<file path="src/hdl/bgc_pkg.sv">
`timescale 1ns / 1ps
// ----------------------------------------------------------------------------
// bgc_pkg
// Types, constants and codes shared by the gradient clipping block.
// ----------------------------------------------------------------------------
package bgc_pkg;

  // gradient store
  localparam int STORE_DEPTH = 4096;
  localparam int ADDR_W      = (STORE_DEPTH > 1) ? $clog2(STORE_DEPTH) : 1;
  localparam int CNT_W       = $clog2(STORE_DEPTH + 1);

  // fixed point constants (Q1.15)
  localparam logic [15:0] PROB_FLOOR = 16'd328;
  localparam logic [16:0] ONE_Q15    = 17'd32768;

  // divider geometry: quotient is known to stay below 2^31
  localparam int NUM_W     = 65;
  localparam int DEN_W     = 48;
  localparam int QUOT_W    = 31;
  localparam int DIV_STEPS = QUOT_W;
  localparam int STEP_W    = $clog2(DIV_STEPS + 1);

  // command codes
  localparam logic CMD_LOAD = 1'b0;
  localparam logic CMD_READ = 1'b1;

  // configuration register indexes
  localparam int CFG_IDX_W = 1;
  localparam logic [CFG_IDX_W-1:0] CFG_BATCH_COUNT = 1'b0;
  localparam logic [CFG_IDX_W-1:0] CFG_CLIP_LIMIT  = 1'b1;

  // input transaction
  typedef struct packed {
    logic               cmd;
    logic [15:0]        label;
    logic [15:0]        prob;
    logic signed [31:0] weight;
  } in_item_t;

  // result transaction
  typedef struct packed {
    logic signed [31:0] gradient;
    logic               last;
  } out_item_t;

  // classified item passed from front to back
  typedef struct packed {
    logic        cmd;
    logic [15:0] label;
    logic [15:0] p;
    logic [15:0] q;
    logic [31:0] absw;
    logic        wneg;
  } fe_item_t;

  // queue status seen by the front and the back
  typedef struct packed {
    logic full;
    logic empty;
  } q_stat_t;

  // divider result
  typedef struct packed {
    logic              done;
    logic [QUOT_W-1:0] quot;
  } div_res_t;

endpackage

</file>
<file path="src/hdl/bgc_front.sv">
`timescale 1ns / 1ps
// ----------------------------------------------------------------------------
// bgc_front
// Accepts transactions, clamps the prediction and prepares the weight.
// ----------------------------------------------------------------------------
module bgc_front (
  input  logic              clk,
  input  logic              rst_n,
  input  logic              start,
  output logic              busy,
  input  bgc_pkg::in_item_t in_data,
  input  bgc_pkg::q_stat_t  q_stat,
  output logic              push,
  output bgc_pkg::fe_item_t push_data
);

  logic               fr_valid_r, fr_valid_nxt;
  bgc_pkg::fe_item_t  fr_item_r, fr_item_nxt;
  logic               accept;

  assign busy      = fr_valid_r & q_stat.full;
  assign accept    = start & ~busy;
  assign push      = fr_valid_r & ~q_stat.full;
  assign push_data = fr_item_r;

  // clamp p and q at 0.01, magnitude of the weight
  always_comb begin
    fr_item_nxt       = fr_item_r;
    fr_item_nxt.cmd   = in_data.cmd;
    fr_item_nxt.label = in_data.label;
    fr_item_nxt.p     = (in_data.prob < bgc_pkg::PROB_FLOOR) ? bgc_pkg::PROB_FLOOR
                                                             : in_data.prob;
    // q = 1 - prob, floored; prob above 1.0 also lands on the floor
    if ({1'b0, in_data.prob} + {1'b0, bgc_pkg::PROB_FLOOR} > bgc_pkg::ONE_Q15) begin
      fr_item_nxt.q = bgc_pkg::PROB_FLOOR;
    end else begin
      fr_item_nxt.q = 16'(bgc_pkg::ONE_Q15 - {1'b0, in_data.prob});
    end
    fr_item_nxt.wneg = in_data.weight[31];
    fr_item_nxt.absw = in_data.weight[31] ? 32'(0 - in_data.weight) : in_data.weight;
    if (!accept) begin
      fr_item_nxt = fr_item_r;
    end
    fr_valid_nxt = accept | (fr_valid_r & q_stat.full);
  end

  // holding stage
  always_ff @(posedge clk) begin
    fr_item_r <= fr_item_nxt;
    if (!rst_n) begin
      fr_valid_r <= 1'b0;
    end else begin
      fr_valid_r <= fr_valid_nxt;
    end
  end

endmodule

</file>
<file path="config.mk">
export PLATFORM = sky130hd
export DESIGN_NAME = bgc_front
export DESIGN_NICKNAME = d
export VERILOG_FILES = /design/src/hdl/bgc_pkg.sv /design/src/hdl/bgc_front.sv
export SDC_FILE = /design/constraint.sdc
export NUM_CORES = 1
export LEC_CHECK = 0
export ABC_AREA = 1
export CAP_MARGIN = 20
export CORE_UTILIZATION = 25
export CTS_CLUSTER_SIZE = 30
export DETAILED_ROUTE_END_ITERATION = 8
export DONT_BUFFER_PORTS = 1
export PLACE_DENSITY = 0.49
export SLEW_MARGIN = 5
export SYNTH_ARGS = -nofsm -noshare
export SYNTH_HDL_FRONTEND = slang
export SYNTH_SLANG_ARGS = --single-unit
</file>
<file path="constraint.sdc">
create_clock -name clk -period 10.38 [get_ports clk]
set_input_delay 0.519 -clock clk [delete_from_list [all_inputs] [get_ports clk]]
set_output_delay 0.519 -clock clk [all_outputs]
set_load 0.01 [all_outputs]
</file>
Word-level counts from Yosys, hierarchy flattened
Index checks and enable logic that the tools add are counted.

word-level totals
  register bits = 83
  input bits = 70
  output and inout bits = 84

operators by class
  add/subtract/negate cells = 3
  order comparisons = 2
  muxes and demuxes = 1
  bitwise gates (word level) = 6

operators by type and width
  cell                    number
  $sub 1x32->32 const A   1
  $mux 31                 1
  $add 16x9->17 const B   1
  $gt 17x16->1 const B    1
  $lt 16x9->1 const B     1
  $sub 16x16->16 const A  1
  $and 1x1->1             3
  $not 1->1               2
  $or 1x1->1              1

Longest topological paths before layout
  depth in word-level cells = 4
  gate-level depth with buffers = 12
  depth with buffers taken out = 12

Worst setup path after synthesis
OpenSTA, ideal clock, no wires.

  path type = input to register
  start point = in q_stat[1] (netlist name)
  end point = reg fr_item_r, in the netlist push_data[0], enable pin
  library setup time = 0.523 ns
  arrival = 4.079 ns
  required time = 9.857 ns
  slack = 5.778 ns
  cell stages on the path = 3
  path through = nand2_1 -> inv_1 -> nor2_1

on the way
  longest elaborated chain between the ends = 3

ends and longest elaborated chain
  item                  line             RTL
  start, declared       bgc_front.sv:12  input bgc_pkg::q_stat_t q_stat,
  $and 1x1->1           bgc_front.sv:21  assign busy = fr_valid_r & q_stat.full;
  via busy              bgc_front.sv:10  output logic busy,
  $not 1->1             bgc_front.sv:22  assign accept = start & ~busy;
  $and 1x1->1           bgc_front.sv:22
  via accept            bgc_front.sv:19  logic accept;
  end signal, assigned  bgc_front.sv:49  fr_item_r <= fr_item_nxt;
  end, declared         bgc_front.sv:18  bgc_pkg::fe_item_t fr_item_r, fr_item_nxt;

The timed path passes the listed nets, and every way through them passes these cells.
A chain may end at the register's enable or synchronous reset.

Worst setup path in the final report
  start point = in in_data[33] (netlist name)
  end point = reg fr_item_r, in the netlist push_data[39], data pin

on the way
  longest elaborated chain between the ends = 2

ends and longest elaborated chain
  item             line             RTL
  start, declared  bgc_front.sv:11  input bgc_pkg::in_item_t in_data,
  $add 16x9->17    bgc_front.sv:34  if ({1'b0, in_data.prob} + {1'b0, bgc_pkg::PROB_FLOOR} > bgc_pkg::ONE_Q15) begin
  $gt 17x16->1     bgc_front.sv:34

Parallel ways exist; a longest one is shown, timed or not.

==> metrics.csv <==
stage,metric,value,unit
global_route,grt_first_pass_wirelength,15900,µm
logic_synthesis,synth.most_common_cell,nand2_1,
clocking,postCtsSetupBuffers,0,
timing,timing.final.crit_share,18.4,%
finish,fillers,1731,
power_and_ir_drop,power_density,176,nW/µm²
logic_synthesis,yosys_warnings,0,
power_and_ir_drop,totalPowerFinal,0.850,mW
global_route,grt_pass1_vias,2882,
drt,wire_per_inst,15.4,µm
placed_design,portBuffers,0,
clocking,root_buffer,clkbuf_16,
logic_synthesis,synthTopCellsByArea,"edfxtp_1, nand2_1, xor2_1, inv_1, nor2_1",
global_route,grt_max_degree,83,
logic_synthesis,synth_ff_type,edfxtp_1,
critical_path,crit_type,in -> reg,
global_route,grtUsageTotal,12.0,%
global_route,grt.overflow.total,0,
logic_synthesis,syn_inst,444,
finish,fin_area,4840,µm²
logic_synthesis,synthDistinctLibCells,35,
logic_synthesis,syn_area,4270,µm²
critical_path,cp.arrival,2.00,ns
critical_path,cp-start-kind,input port,
placed_design,dpl_cell_area,4490,µm²
finish,final_cells,666,
floorplanning,die-area,17600,µm²
clocking,clk_pin_slew,0.07,ns
outcome,status,"complete, no violations",
floorplanning,core_area,16600,µm²
logic_synthesis,yosys.area.top_type,edfxtp_1,
placed_design,dp.cells,650,
floorplanning,start_util,25.7,%
drt,viasPerCell,4.39,
drt,drt_iter0_drc,177,
floorplanning,ioPinCount,154,
critical_path,end_kind,register,
timing,finalClockSkew,0.00573,ns
placed_design,routabilityCongestion,0.807,
finish,final_nets,513,
finish,seqCellArea,2480,µm²
finish,antenna_cells,0,
timing,fin_tns_setup,0,ns
drt,wl,10300,µm
floorplanning,fp.dieH,133,µm
clocking,cts_sinks,83,
power_and_ir_drop,p_leak,1.92,nW
clocking,cts_tree,built,
flow_run,drv_cap,0,
finish,area_growth,13.3,%
finish,final_layout_size_suffix_gt1_share,10.5,%
global_route,antenna_found_initial,0,
drt,drc_errors,0,
clocking,insertion_delay,0.35,ns
timing,finalSetupViolations,0,
critical_path,cp_max_fo,13,
logic_synthesis,ys_seq_area_share,58.1,%
timing,rsz0062_at_grt,false,
timing,fmax,0.525,GHz
power_and_ir_drop,ir_drop,74.9,µV
clocking,clock_path_buffers,2,
logic_synthesis,netlist.area_leader.share,57.6,%
hold_path,hp-class,in -> reg,
logic_synthesis,avgSynthCellArea,9.62,µm²
floorplanning,row_count,47,
timing,final.min_clock_period,1.91,ns
finish,fin_util,29.1,%
critical_path,required,10.48,ns
timing,tightest_slew,1.04,ns
drt,vias,2924,
clocking,cts-resized-gates,0,
drt,ant_nets,0,
logic_synthesis,synthTopCellsByCount,"nand2_1, edfxtp_1, inv_1",
clocking,cts_made_buffers,9,
logic_synthesis,async_flop_share,0,%
finish,multi_input_area,1480,µm²
clocking,htreeDepth,3,
placed_design,hpwl,7760,µm
timing,drv_slew,0,
timing,hold_violations,0,
logic_synthesis,synth_edf_count,82,
logic_synthesis,synth_fp_nets,516,
logic_synthesis,synth_seq_cells,83,
timing,relSlewSlack,30.4,%
floorplanning,die_x,133,µm
clocking,postCtsHoldBufs,0,
drt,drt_first_pass_iters,4,
==> sequential cells by signal, indices dropped and copies added (netlist names) <==
name	flops
fr_valid_r	1
push_data	82
==> placed cells by master, fill, tap and decap left out, drive strengths merged <==
cell type,instances
a21oi,14
or2,1
nand2,93
edfxtp,82
nor4,3
nand4,8
bufinv,3
buf,1
o311ai,1
o21ai,11
nand3b,4
a31oi,1
nand3,34
nor3b,1
inv,69
xor2,31
nor3,7
dfxtp,1
clkbuf,9
a21o,1
clkinv,1
o211ai,1
ha,2
nor2,63
a21boi,1
xnor2,3
==> layer usage <==
metal	part of all wire [%]	up-vias	routed length (µm)	track usage [%]
met5	0	-	0	0
met4	1.7	0	177	5.17
met3	11	13	1130	6.05
met2	48	116	4910	20.1
met1	39	1346	4040	12.8
li1	-	1449	-	-
==> worst paths after layout <==
path / from / end / slack (ns) / depth (start not counted)
worst min-delay path: in_data[48] / push_data[65] / 0.26 / 0
worst max register to register: fr_valid_r / push_data[49] / 8.60 / 4
worst min register to register: fr_valid_r / fr_valid_r / 0.49 / 2
worst max-delay path: in_data[33] / push_data[39] / 8.47 / 9
==> per-stage QoR <==
step                      worst slack, ns  hold WS (ns)
after global placement               8.08         0.479
final                                8.47         0.262
after detailed placement             8.07         0.487
after global routing                 8.28         0.243
after CTS                            8.45         0.242
after floorplan                      5.78         0.470
==> worst max-delay path, stage by stage <==
cell and delay (ns):
inv_1 0.07, ha_1 0.19, nand2_1 0.11, nor3b_1 0.23
nand3_1 0.10, nor2_1 0.12, nand3_2 0.34, nand2_1 0.23
nand2_1 0.07
==> where the power goes <==
| part | total (mW) | internal [mW] | leakage [nW] | switching [mW] |
|---|---|---|---|---|
| clock network | 0.375 | 0.237 | 0.171 | 0.138 |
| logic | 0.0559 | 0.0182 | 0.946 | 0.0378 |
| registers | 0.419 | 0.398 | 0.805 | 0.0206 |
==> area by class of cell <==
cell class	instances	share of cell area, %
Inverter	66	5.17
Tap cell	220	5.69
Timing Repair Buffer	1	0.155
Sequential cell	83	51.3
Clock buffer	9	4.65
Multi-Input combinational cell	280	30.5
Clock inverter	7	2.51
==> kinds of logic after synthesis <==
| group | Yosys count | share of synthesized area, % |
|---|---|---|
| adder cells (fa/ha/maj) | 2 | 0.586 |
| flip-flops | 83 | 58.1 |
| AO/OA/AOI/OAI | 30 | 4.69 |
| buffers and inverters | 81 | 7.50 |
| XOR/XNOR | 34 | 6.97 |
| AND/OR/NAND/NOR | 214 | 22.1 |
Note: power is estimated with default switching activity, not from simulation.
