**src/hdl/bgc_pkg.sv**
```systemverilog
`timescale 1ns / 1ps
// ----------------------------------------------------------------------------
// bgc_pkg
// Types, constants and codes shared by the gradient clipping block.
// ----------------------------------------------------------------------------
package bgc_pkg;

  // gradient store
  localparam int STORE_DEPTH = 4096;
  localparam int ADDR_W      = (STORE_DEPTH > 1) ? $clog2(STORE_DEPTH) : 1;
  localparam int CNT_W       = $clog2(STORE_DEPTH + 1);

  // fixed point constants (Q1.15)
  localparam logic [15:0] PROB_FLOOR = 16'd328;
  localparam logic [16:0] ONE_Q15    = 17'd32768;

  // divider geometry: quotient is known to stay below 2^31
  localparam int NUM_W     = 65;
  localparam int DEN_W     = 48;
  localparam int QUOT_W    = 31;
  localparam int DIV_STEPS = QUOT_W;
  localparam int STEP_W    = $clog2(DIV_STEPS + 1);

  // command codes
  localparam logic CMD_LOAD = 1'b0;
  localparam logic CMD_READ = 1'b1;

  // configuration register indexes
  localparam int CFG_IDX_W = 1;
  localparam logic [CFG_IDX_W-1:0] CFG_BATCH_COUNT = 1'b0;
  localparam logic [CFG_IDX_W-1:0] CFG_CLIP_LIMIT  = 1'b1;

  // input transaction
  typedef struct packed {
    logic               cmd;
    logic [15:0]        label;
    logic [15:0]        prob;
    logic signed [31:0] weight;
  } in_item_t;

  // result transaction
  typedef struct packed {
    logic signed [31:0] gradient;
    logic               last;
  } out_item_t;

  // classified item passed from front to back
  typedef struct packed {
    logic        cmd;
    logic [15:0] label;
    logic [15:0] p;
    logic [15:0] q;
    logic [31:0] absw;
    logic        wneg;
  } fe_item_t;

  // queue status seen by the front and the back
  typedef struct packed {
    logic full;
    logic empty;
  } q_stat_t;

  // divider result
  typedef struct packed {
    logic              done;
    logic [QUOT_W-1:0] quot;
  } div_res_t;

endpackage

```
**src/hdl/bgc_queue.sv**
```systemverilog
`timescale 1ns / 1ps
// ----------------------------------------------------------------------------
// bgc_queue
// Two entry queue between front and back.
// ----------------------------------------------------------------------------
module bgc_queue (
  input  logic              clk,
  input  logic              rst_n,
  input  logic              push,
  input  bgc_pkg::fe_item_t push_data,
  input  logic              pop,
  output bgc_pkg::fe_item_t head,
  output bgc_pkg::q_stat_t  q_stat
);

  bgc_pkg::fe_item_t mem_r [2];
  logic              wr_ptr_r, rd_ptr_r;
  logic [1:0]        count_r;

  assign head         = mem_r[rd_ptr_r];
  assign q_stat.full  = (count_r == 2'd2);
  assign q_stat.empty = (count_r == 2'd0);

  // storage
  always_ff @(posedge clk) begin
    if (push) begin
      mem_r[wr_ptr_r] <= push_data;
    end
  end

  // pointers and fill level
  always_ff @(posedge clk) begin
    if (!rst_n) begin
      wr_ptr_r <= 1'b0;
      rd_ptr_r <= 1'b0;
      count_r  <= 2'd0;
    end else begin
      if (push) begin
        wr_ptr_r <= ~wr_ptr_r;
      end
      if (pop) begin
        rd_ptr_r <= ~rd_ptr_r;
      end
      case ({push, pop})
        2'b10:   count_r <= count_r + 2'd1;
        2'b01:   count_r <= count_r - 2'd1;
        default: count_r <= count_r;
      endcase
    end
  end

endmodule

```
**config.mk**
```make
export PLATFORM = sky130hd
export DESIGN_NAME = bgc_queue
export DESIGN_NICKNAME = d
export VERILOG_FILES = /design/src/hdl/bgc_pkg.sv /design/src/hdl/bgc_queue.sv
export SDC_FILE = /design/constraint.sdc
export NUM_CORES = 1
export LEC_CHECK = 0
export ABC_AREA = 1
export BUFFER_PORTS_ARGS = -buffer_cell sky130_fd_sc_hd__buf_2
export CAP_MARGIN = 25
export CORE_ASPECT_RATIO = 2
export CORE_UTILIZATION = 57
export DETAILED_ROUTE_END_ITERATION = 12
export PLACE_DENSITY = 0.85
export SLEW_MARGIN = 40
export SYNTH_ARGS = -nofsm -noshare
export SYNTH_HDL_FRONTEND = slang
export SYNTH_SLANG_ARGS = --single-unit
```
**constraint.sdc**
```tcl
create_clock -name clk -period 12.55 [get_ports clk]
set_input_delay 1.255 -clock clk [delete_from_list [all_inputs] [get_ports clk]]
set_output_delay 1.255 -clock clk [all_outputs]
set_load 0.01 [all_outputs]
```
== Yosys cells after proc, flatten, opt, wreduce, memory -nomap -nowiden ==
Memories as Yosys holds them, arrays and structs flattened. A register that Yosys moved wholly into a read port is not among the register bits.
Cells that the tools add are included.

* Bits in read-only memories: 0
* Bits in latches: 0
* Memories: 1
* Bits in writable memories: 164
* Bits in registers: 4
* Output and inout bits: 84
* Bits of input ports: 86
* Word-level logic and storage cells: 18

* Order comparisons: 0
* Eq/ne operators: 3
* Reductions and logical operators: 2
* Multiply operators: 0
* Mux-type cells: 5
* Bitwise operators: 2
* Add/sub/neg operators: 2
* Div/mod/pow operators: 0
* Shifts and indexed selects: 0

{| class="wikitable"
|+ Memory list
! memory !! depth !! bits a word !! read ports !! clocked after Yosys merged registers in !! write ports !! line !! text
|-
| mem_r || 2 || 82 || 1 || 1 || 1 || bgc_queue.sv:16 || <nowiki>bgc_pkg::fe_item_t mem_r [2];</nowiki>
|}

{| class="wikitable"
|+ Operator list
! operator !! count
|-
| 2-bit == test, second input constant || 2
|-
| 1-bit 2-to-1 mux || 4
|-
| 2-bit one-hot mux with 2 select lines || 1
|-
| 2-bit by 1-bit adder with 2-bit output, second input constant || 1
|-
| 2-bit by 1-bit == test with 1-bit output, second input constant || 1
|-
| 2-bit logical NOT || 1
|-
| 1-bit NOT || 2
|-
| 2-bit nonzero test || 1
|-
| 2-bit by 1-bit subtractor with 2-bit output, second input constant || 1
|}

== Depth between registers and ports, before layout ==
Gate-level depths: netlist of the first run.

* Word-level depth: 3
* Gate-level depth with buffers: 7
* Gate-level depth less buffers: 7

== Least setup slack after synthesis of the first run ==
Ideal clock, no wire load.

* Path type: input -> register
* From: input push
* To: memory mem_r[0][0] (netlist bit), enable pin
* Arrival: 4,751 ps
* Data required time: 12,025 ps
* Cell stages on the path: 2
* Path buffers: 0
* Setup time: 525 ps
* Setup slack: 7,274 ps
* Cell sequence: inv_1 nor2_1

* Word-level cells in the longest chain between the ends: 2

{| class="wikitable"
|+ Ends and longest elaborated chain
! what !! line !! text
|-
| start, declared || bgc_queue.sv:9 || <nowiki>input logic push,</nowiki>
|-
| 1-bit 2-to-1 mux || bgc_queue.sv:26 || <nowiki>if (push) begin</nowiki>
|-
| 1-bit 2-to-1 mux (not written as such) || bgc_queue.sv:27 || <nowiki>mem_r[wr_ptr_r] <= push_data;</nowiki>
|-
| end, declared || bgc_queue.sv:16 ||
|}

No other way between the ends.

==> flow_summary.toml, run 1 <==
[placement]
io_buffers = 169
placed_area_sq_um = 7440
dp.final_hpwl_um = 7470
place_inst = 595
gp_congestion = 0.736

[power]
powerDensity_nw_per_um2 = 161
p_leak_nw = 3.24
peakVddDrop_uv = 122

[timing]
max_freq_ghz = 0.276
finalHoldViolCount = 0
fin_crit_ns = 3.63
rsz0062_at_grt = "false"
slew_headroom_pct = 45.7
skew_ns = 0.00484
setup_viol = 0
timing.hold.ws_ns = 0.503
worst_slew_pin_slew_ns = 0.815
timing.final.crit_share_pct = 28.9
final.setup.tns_ns = 0
finalMaxSlewViolations = 0

[floorplanning]
initial_core_util_pct = 58.4
chipWidth_um = 77.8
num_rows = 55
fp.coreArea_sq_um = 11200
die_h_um = 154
die-area_sq_um = 11900
ioPinCount = 170

[setup_path]
crit_fanout = 48
cp_slowest_stage_delay_ns = 0.78
crit_buf_inv = 2
cp_data_arrival_time_ns = 2.37
cp-start-kind = "register"
crit_path_end_kind = "output pin"
cp_top_family = "flip-flops"
worst_path_max_delay_cell = "dfxtp_4"
critPathRequiredTime_ns = 11.30
path_cells = "buf_6 > mux2_2 > buf_2"
path_class = "reg2out"

[final_layout]
layout-drive-gt1-share_pct = 59.2
fin_cells = 629
fin_area_sq_um = 8030
fin_nets = 559
num-fill-cells = 674
areaGrowthSynthToFinish_pct = 22.6

[detailed_routing]
drt-total-wl_um = 11200
first_iter_violations = 167
drt_first_pass_iters = 4
wl_per_cell_um = 17.9
drc = 0
drtAntennaViolNets = 0
vias = 3249
via_per_inst = 5.17

[grt]
grt_remaining_overflow = 0
grt_max_degree = 83
grt_pass1_vias = 3494
grt.total_usage_pct = 20.0
grt_pass1_wl_um = 17000
antenna_found_initial = 2

[clocking]
ctsResizeCount = 0
cts_buffers = 17
cts-root-buf = "clkbuf_16"
clk_path_buf_depth = 2
post_cts_buffers = 0
cts_tree = "built"
path_clk_slew_ns = 0.06
htreeDepth = 4
cts_hold_buf = 0
cts.sinks = 169
worstSkewPairLatency_ns = 0.41

[yosys]
synth_area_sq_um = 6550
synth_edf_count = 164
synthAdderAreaFrac_pct = 0.191
synth_area_per_cell_sq_um = 22.6
yosys_register_bits = 169
synthTopCellsByArea = "edfxtp_1 75%, mux2_4 18%, buf_12 2.4%"
synthArstFlopShare_pct = 0
ys.flop_type = "edfxtp_1"
synthSimpleGateAreaFrac_pct = 1.24
synth_compound_gate_area_share_pct = 0.153
yosys.area.top_type = "edfxtp_1"
synth_top_cell_area_share_pct = 75.2
synth-xor-area-share_pct = 0
netlist_instances = 290
synth_most_common_cell = "edfxtp_1"
synthesis.nets = 377
ys_warn_count = 0
synth_cell_types = 13
synth_top_family_by_area = "multiplexers"
synthMuxAreaShare_pct = 18.7
ys_top_cells_by_count = "164 x edfxtp_1, 80 x mux2_4, 12 x nor2_1"
ys_seq_area_share_pct = 76.8

[hold_path]
hp-class = "reg2reg"

[outcome]
status = "complete, no violations"

[job]
max_cap_violations = 0
cell type report:
class	instances	area (sq um)	area share [%]
multi-input cells	106	1340	16.6
repair buffers	172	880	11.0
well taps	142	178	2.21
flip-flops and latches	169	5030	62.6
clock inverters	13	145	1.81
inverters	6	23.8	0.296
clock buffers	19	433	5.39
diodes	2	5.00	0.0623
power breakdown:
part	switching [W]	leakage, nW	internal [W]
Sequential	0.0000128	1.58	0.000653
Combinational	0.0000591	1.38	0.0000653
Clock	0.000206	0.275	0.000295
worst min-delay path: cells and delay by family (launching register included):
| kind | cells | cell delay [ns] |
|---|---|---|
| flip-flops | 1 | 0.33 |
| AND/OR/NAND/NOR | 2 | 0.14 |
cell families (layout without fill, tap and decap cells):
logic type / count (synthesis) / count (layout)
AOI/OAI and AO/OA: 2 / 2
adders and majority gates: 1 / 1
buffers and inverters: 15 / 210
DFF: 169 / 169
muxes: 82 / 82
other: 0 / 2
and+or+nand+nor: 21 / 21
flip-flops by register name, summed over array words and instances, names as in the netlist, named ones only:
name and flops:
count_r 2, wr_ptr_r 1, rd_ptr_r 1, mem_r 164
layout by cell type, fill, tap and decap left out:
cell / netlist / layout
buf_2: 0 / 169
o21ai_0: 1 / 1
nor2_4: 0 / 1
a21oi_1: 1 / 1
buf_6: 1 / 3
nand2_1: 8 / 8
clkinv_4: 0 / 2
inv_6: 0 / 4
clkbuf_16: 0 / 17
diode_2: 0 / 2
edfxtp_1: 164 / 164
mux2_4: 80 / 80
clkinvlp_4: 0 / 3
dfxtp_1: 5 / 4
ha_1: 1 / 1
inv_1: 6 / 5
clkinv_2: 0 / 3
dfxtp_4: 0 / 1
nand4_1: 1 / 1
bufinv_16: 0 / 2
clkbuf_1: 0 / 2
nor2_1: 12 / 11
mux2_2: 2 / 2
through the flow:
| stage | setup slack [ns] | total power (W) | utilization, % |
|---|---|---|---|
| finish | 8.92 | 0.00129 | 71.6 |
| global route | 8.82 | 0.00133 | 71.6 |
| CTS | 8.66 | 0.00130 | 71.5 |
| detailed placement | 9.13 | 0.000804 | 66.3 |
| global placement | 9.17 | 0.000797 | 66.3 |
| floorplan | 7.27 | 0.000760 | - |
final timing paths:
path | from | end | slack [ns] | depth (start not counted)
worst max-delay path | register | head[76] | 8.92 | 3
worst min-delay path | rd_ptr_r | rd_ptr_r | 0.50 | 2
worst max register to register | wr_ptr_r | mem_r[1][66] | 10.92 | 3
worst min register to register | rd_ptr_r | rd_ptr_r | 0.50 | 2
routing by layer:
layer	vias up	GRT usage (%)	share of wire [%]
li1	1490	-	-
met1	1592	19.9	34
met2	131	35.1	56
met3	36	6.05	5.3
met4	0	12.9	4.7
met5	-	0	0
(Power assumes the default switching activity.)
==> run 2, diff against run 1 <==
Settings changed: ABC_AREA 1 to 0, CORE_UTILIZATION 57 to 52, PLACE_DENSITY 0.85 to 0.79.
Clock period 12.55 ns to 3.5 ns, I/O delays scaled along.
==> run 2 against run 1 <==
  * Combinational power rose to 3.6 times the previous value
  * Flip-flop and latch count unchanged
  * Critical endpoint is now head[59]
  * Final area fell by 2.5%
  * Count of clock-buffer cells in the layout grew 1
==> flow_summary.toml, run 2 <==
[final_layout]
layout_commonest_cell = "buf_2"
final_core_util_pct = 68.5
fin_nets = 549
largestRegisters = "mem_r: 164 flops, count_r: 2 flops"
layout-drive-gt1-share_pct = 61.1
areaGrowthSynthToFinish_pct = 27.7
num-fill-cells = 783
regMostFlops = "mem_r"
largest_register_ffs = 164
diodes = 0
most-common-layout-cells = "169 x buf_2, 164 x edfxtp_1, 82 x mux2_2"

[yosys]
ys.flop_type = "edfxtp_1"
yosys_register_bits = 169
synth_cell_types = 17
synthTopCellsByArea = "edfxtp_1 80%, mux2_2 15%, dfxtp_1 1.6%"
ys_top_cells_by_count = "164 x edfxtp_1, 82 x mux2_2, 8 x buf_4"
yosys.area.top_type = "edfxtp_1"
synth_most_common_cell = "edfxtp_1"
synthArstFlopShare_pct = 0
synth_area_per_cell_sq_um = 22.1
synthesis.nets = 364
synth_top_cell_area_share_pct = 80.3
synth_edf_count = 164
netlist_instances = 277
ys_warn_count = 0
ys_seq_area_share_pct = 82.0
synth_area_sq_um = 6130

[setup_path]
crit_fanout = 31
rr_endpoint = "mem_r[0][45]"
crit_path_end_kind = "output pin"
cp-start-kind = "register"
critPathRequiredTime_ns = 3.15
r2r_setup_slack_ns = 2.12
r2r_start = "wr_ptr_r"
cp_slowest_stage_delay_ns = 0.56
path_cells = "buf_12 > mux2_2 > buf_2"
rr_worst_depth = 2
worst_path_max_delay_cell = "dfxtp_4"
cp_data_arrival_time_ns = 1.77
path_class = "reg2out"

[detailed_routing]
via_per_inst = 5.13
drt-total-wl_um = 11100
first_iter_violations = 158
wl_per_cell_um = 18.0
vias = 3167
drtAntennaViolNets = 0
drc = 0
drt_first_pass_iters = 4

[timing]
timing.final.crit_share_pct = 60.6
skew_ns = 0.0115
setup_viol = 0
worst_slew_pin_slew_ns = 0.614
finalMaxSlewViolations = 0
final.setup.tns_ns = 0
slew_headroom_pct = 59.1
max_freq_ghz = 0.472
fin_crit_ns = 2.12
setup_ws_ns = 1.38
finalHoldViolCount = 0
rsz0062_at_grt = "false"

[floorplanning]
ioPinCount = 170
die_h_um = 156
die-area_sq_um = 12300
fp.coreArea_sq_um = 11400
chipWidth_um = 78.8
initial_core_util_pct = 53.7
num_rows = 55

[clocking]
cts_hold_buf = 0
cts.sinks = 169
cts-root-buf = "clkbuf_16"
cts_buffers = 17
worstSkewPairLatency_ns = 0.41
clk_path_buf_depth = 2
path_clk_slew_ns = 0.06
cts_tree = "built"
htreeDepth = 4
post_cts_buffers = 0
ctsResizeCount = 0

[grt]
grt_remaining_overflow = 0
grt_max_degree = 47
grt_pass1_vias = 3375
antenna_found_initial = 0
grt.total_usage_pct = 18.9
grt_pass1_wl_um = 16600

[power]
powerDensity_nw_per_um2 = 612
p_leak_nw = 2.96
peakVddDrop_uv = 447

[hold_path]
hold_path_depth = 1
hold_end = "mem_r[0][70]"
holdCritStartpoint = "push_data[70]"
hp-class = "in2reg"

[placement]
dp_slack_ns = 1.80
dp.final_hpwl_um = 7600
gp_congestion = 0.731
io_buffers = 169

[job]
max_cap_violations = 0

[outcome]
status = "complete, no violations"
run 2: changes by cell type in the layout (fill, tap and decap cells not counted), sizes merged, moves of 2 or more:
| cell | delta |
|---|---|
| nor2 | -10 |
| nand2 | -8 |
| and2 | +4 |
| xnor2 | +2 |
| clkinvlp | -3 |
| buf | +3 |
| diode | -2 |
| bufinv | +3 |
| inv | -7 |
run 2: cell families after synthesis:
| logic type | count (synthesis) | synth area share, % |
|---|---|---|
| DFF | 169 | 82.0 |
| adders and majority gates | 1 | 0.204 |
| AOI/OAI and AO/OA | 3 | 0.327 |
| xor gates and xnor gates | 3 | 0.429 |
| muxes | 82 | 15.1 |
| buffers and inverters | 10 | 1.12 |
| and+or+nand+nor | 9 | 0.878 |
run 2: how the worst max path moves through the flow:
| stage | endpoint | slack (ns) | depth (start not counted) |
|---|---|---|---|
| final | head[59] | 1.38 | 3 |
| after global routing | head[0] | 1.29 | 3 |
| after CTS | head[0] | 1.34 | 3 |
| after detailed placement | head[0] | 1.80 | 3 |
| after floorplan | mem_r[0][0] | 0.54 | 2 |
| after global placement | head[0] | 1.47 | 2 |
run 2: metrics by stage:
step	hold WS (ns)	power [W]	instance area [sq um]	cells
after floorplan	0.449	0.00267	6130	277
after global placement	0.476	0.00284	7120	581
after detailed placement	0.516	0.00287	7200	585
after CTS	0.106	0.00485	7830	617
after global routing	0.105	0.00495	7830	617
final	0.121	0.00479	7830	617
run 2: critical path, delay by kind of cell (launching register included):
kind	cells	cell delay, ns
DFF	1	0.56
buffers and inverters	2	0.39
muxes	1	0.38
run 2: metal layers:
| metal | up-vias | part of all wire (%) | global-route usage, % |
|---|---|---|---|
| li1 | 1464 | - | - |
| met4 | 0 | 2.6 | 8.99 |
| met1 | 1561 | 34 | 18.6 |
| met3 | 22 | 5.5 | 6.55 |
| met2 | 120 | 58 | 34.4 |
| met5 | - | 0 | 0 |
run 2: power by group:
| part | leakage, nW | switching (W) | internal (W) |
|---|---|---|---|
| Combinational | 1.07 | 0.000228 | 0.000223 |
| Clock | 0.312 | 0.000705 | 0.00127 |
| Sequential | 1.58 | 0.0000365 | 0.00234 |
run 2: cell type report:
| type | count | area (sq um) | area share (%) |
|---|---|---|---|
| clock buffers | 20 | 437 | 5.58 |
| clock inverters | 12 | 196 | 2.51 |
| inverters | 1 | 3.75 | 0.0479 |
| multi-input cells | 98 | 1050 | 13.4 |
| flip-flops and latches | 169 | 5030 | 64.2 |
| well taps | 142 | 178 | 2.27 |
| repair buffers | 175 | 941 | 12.0 |
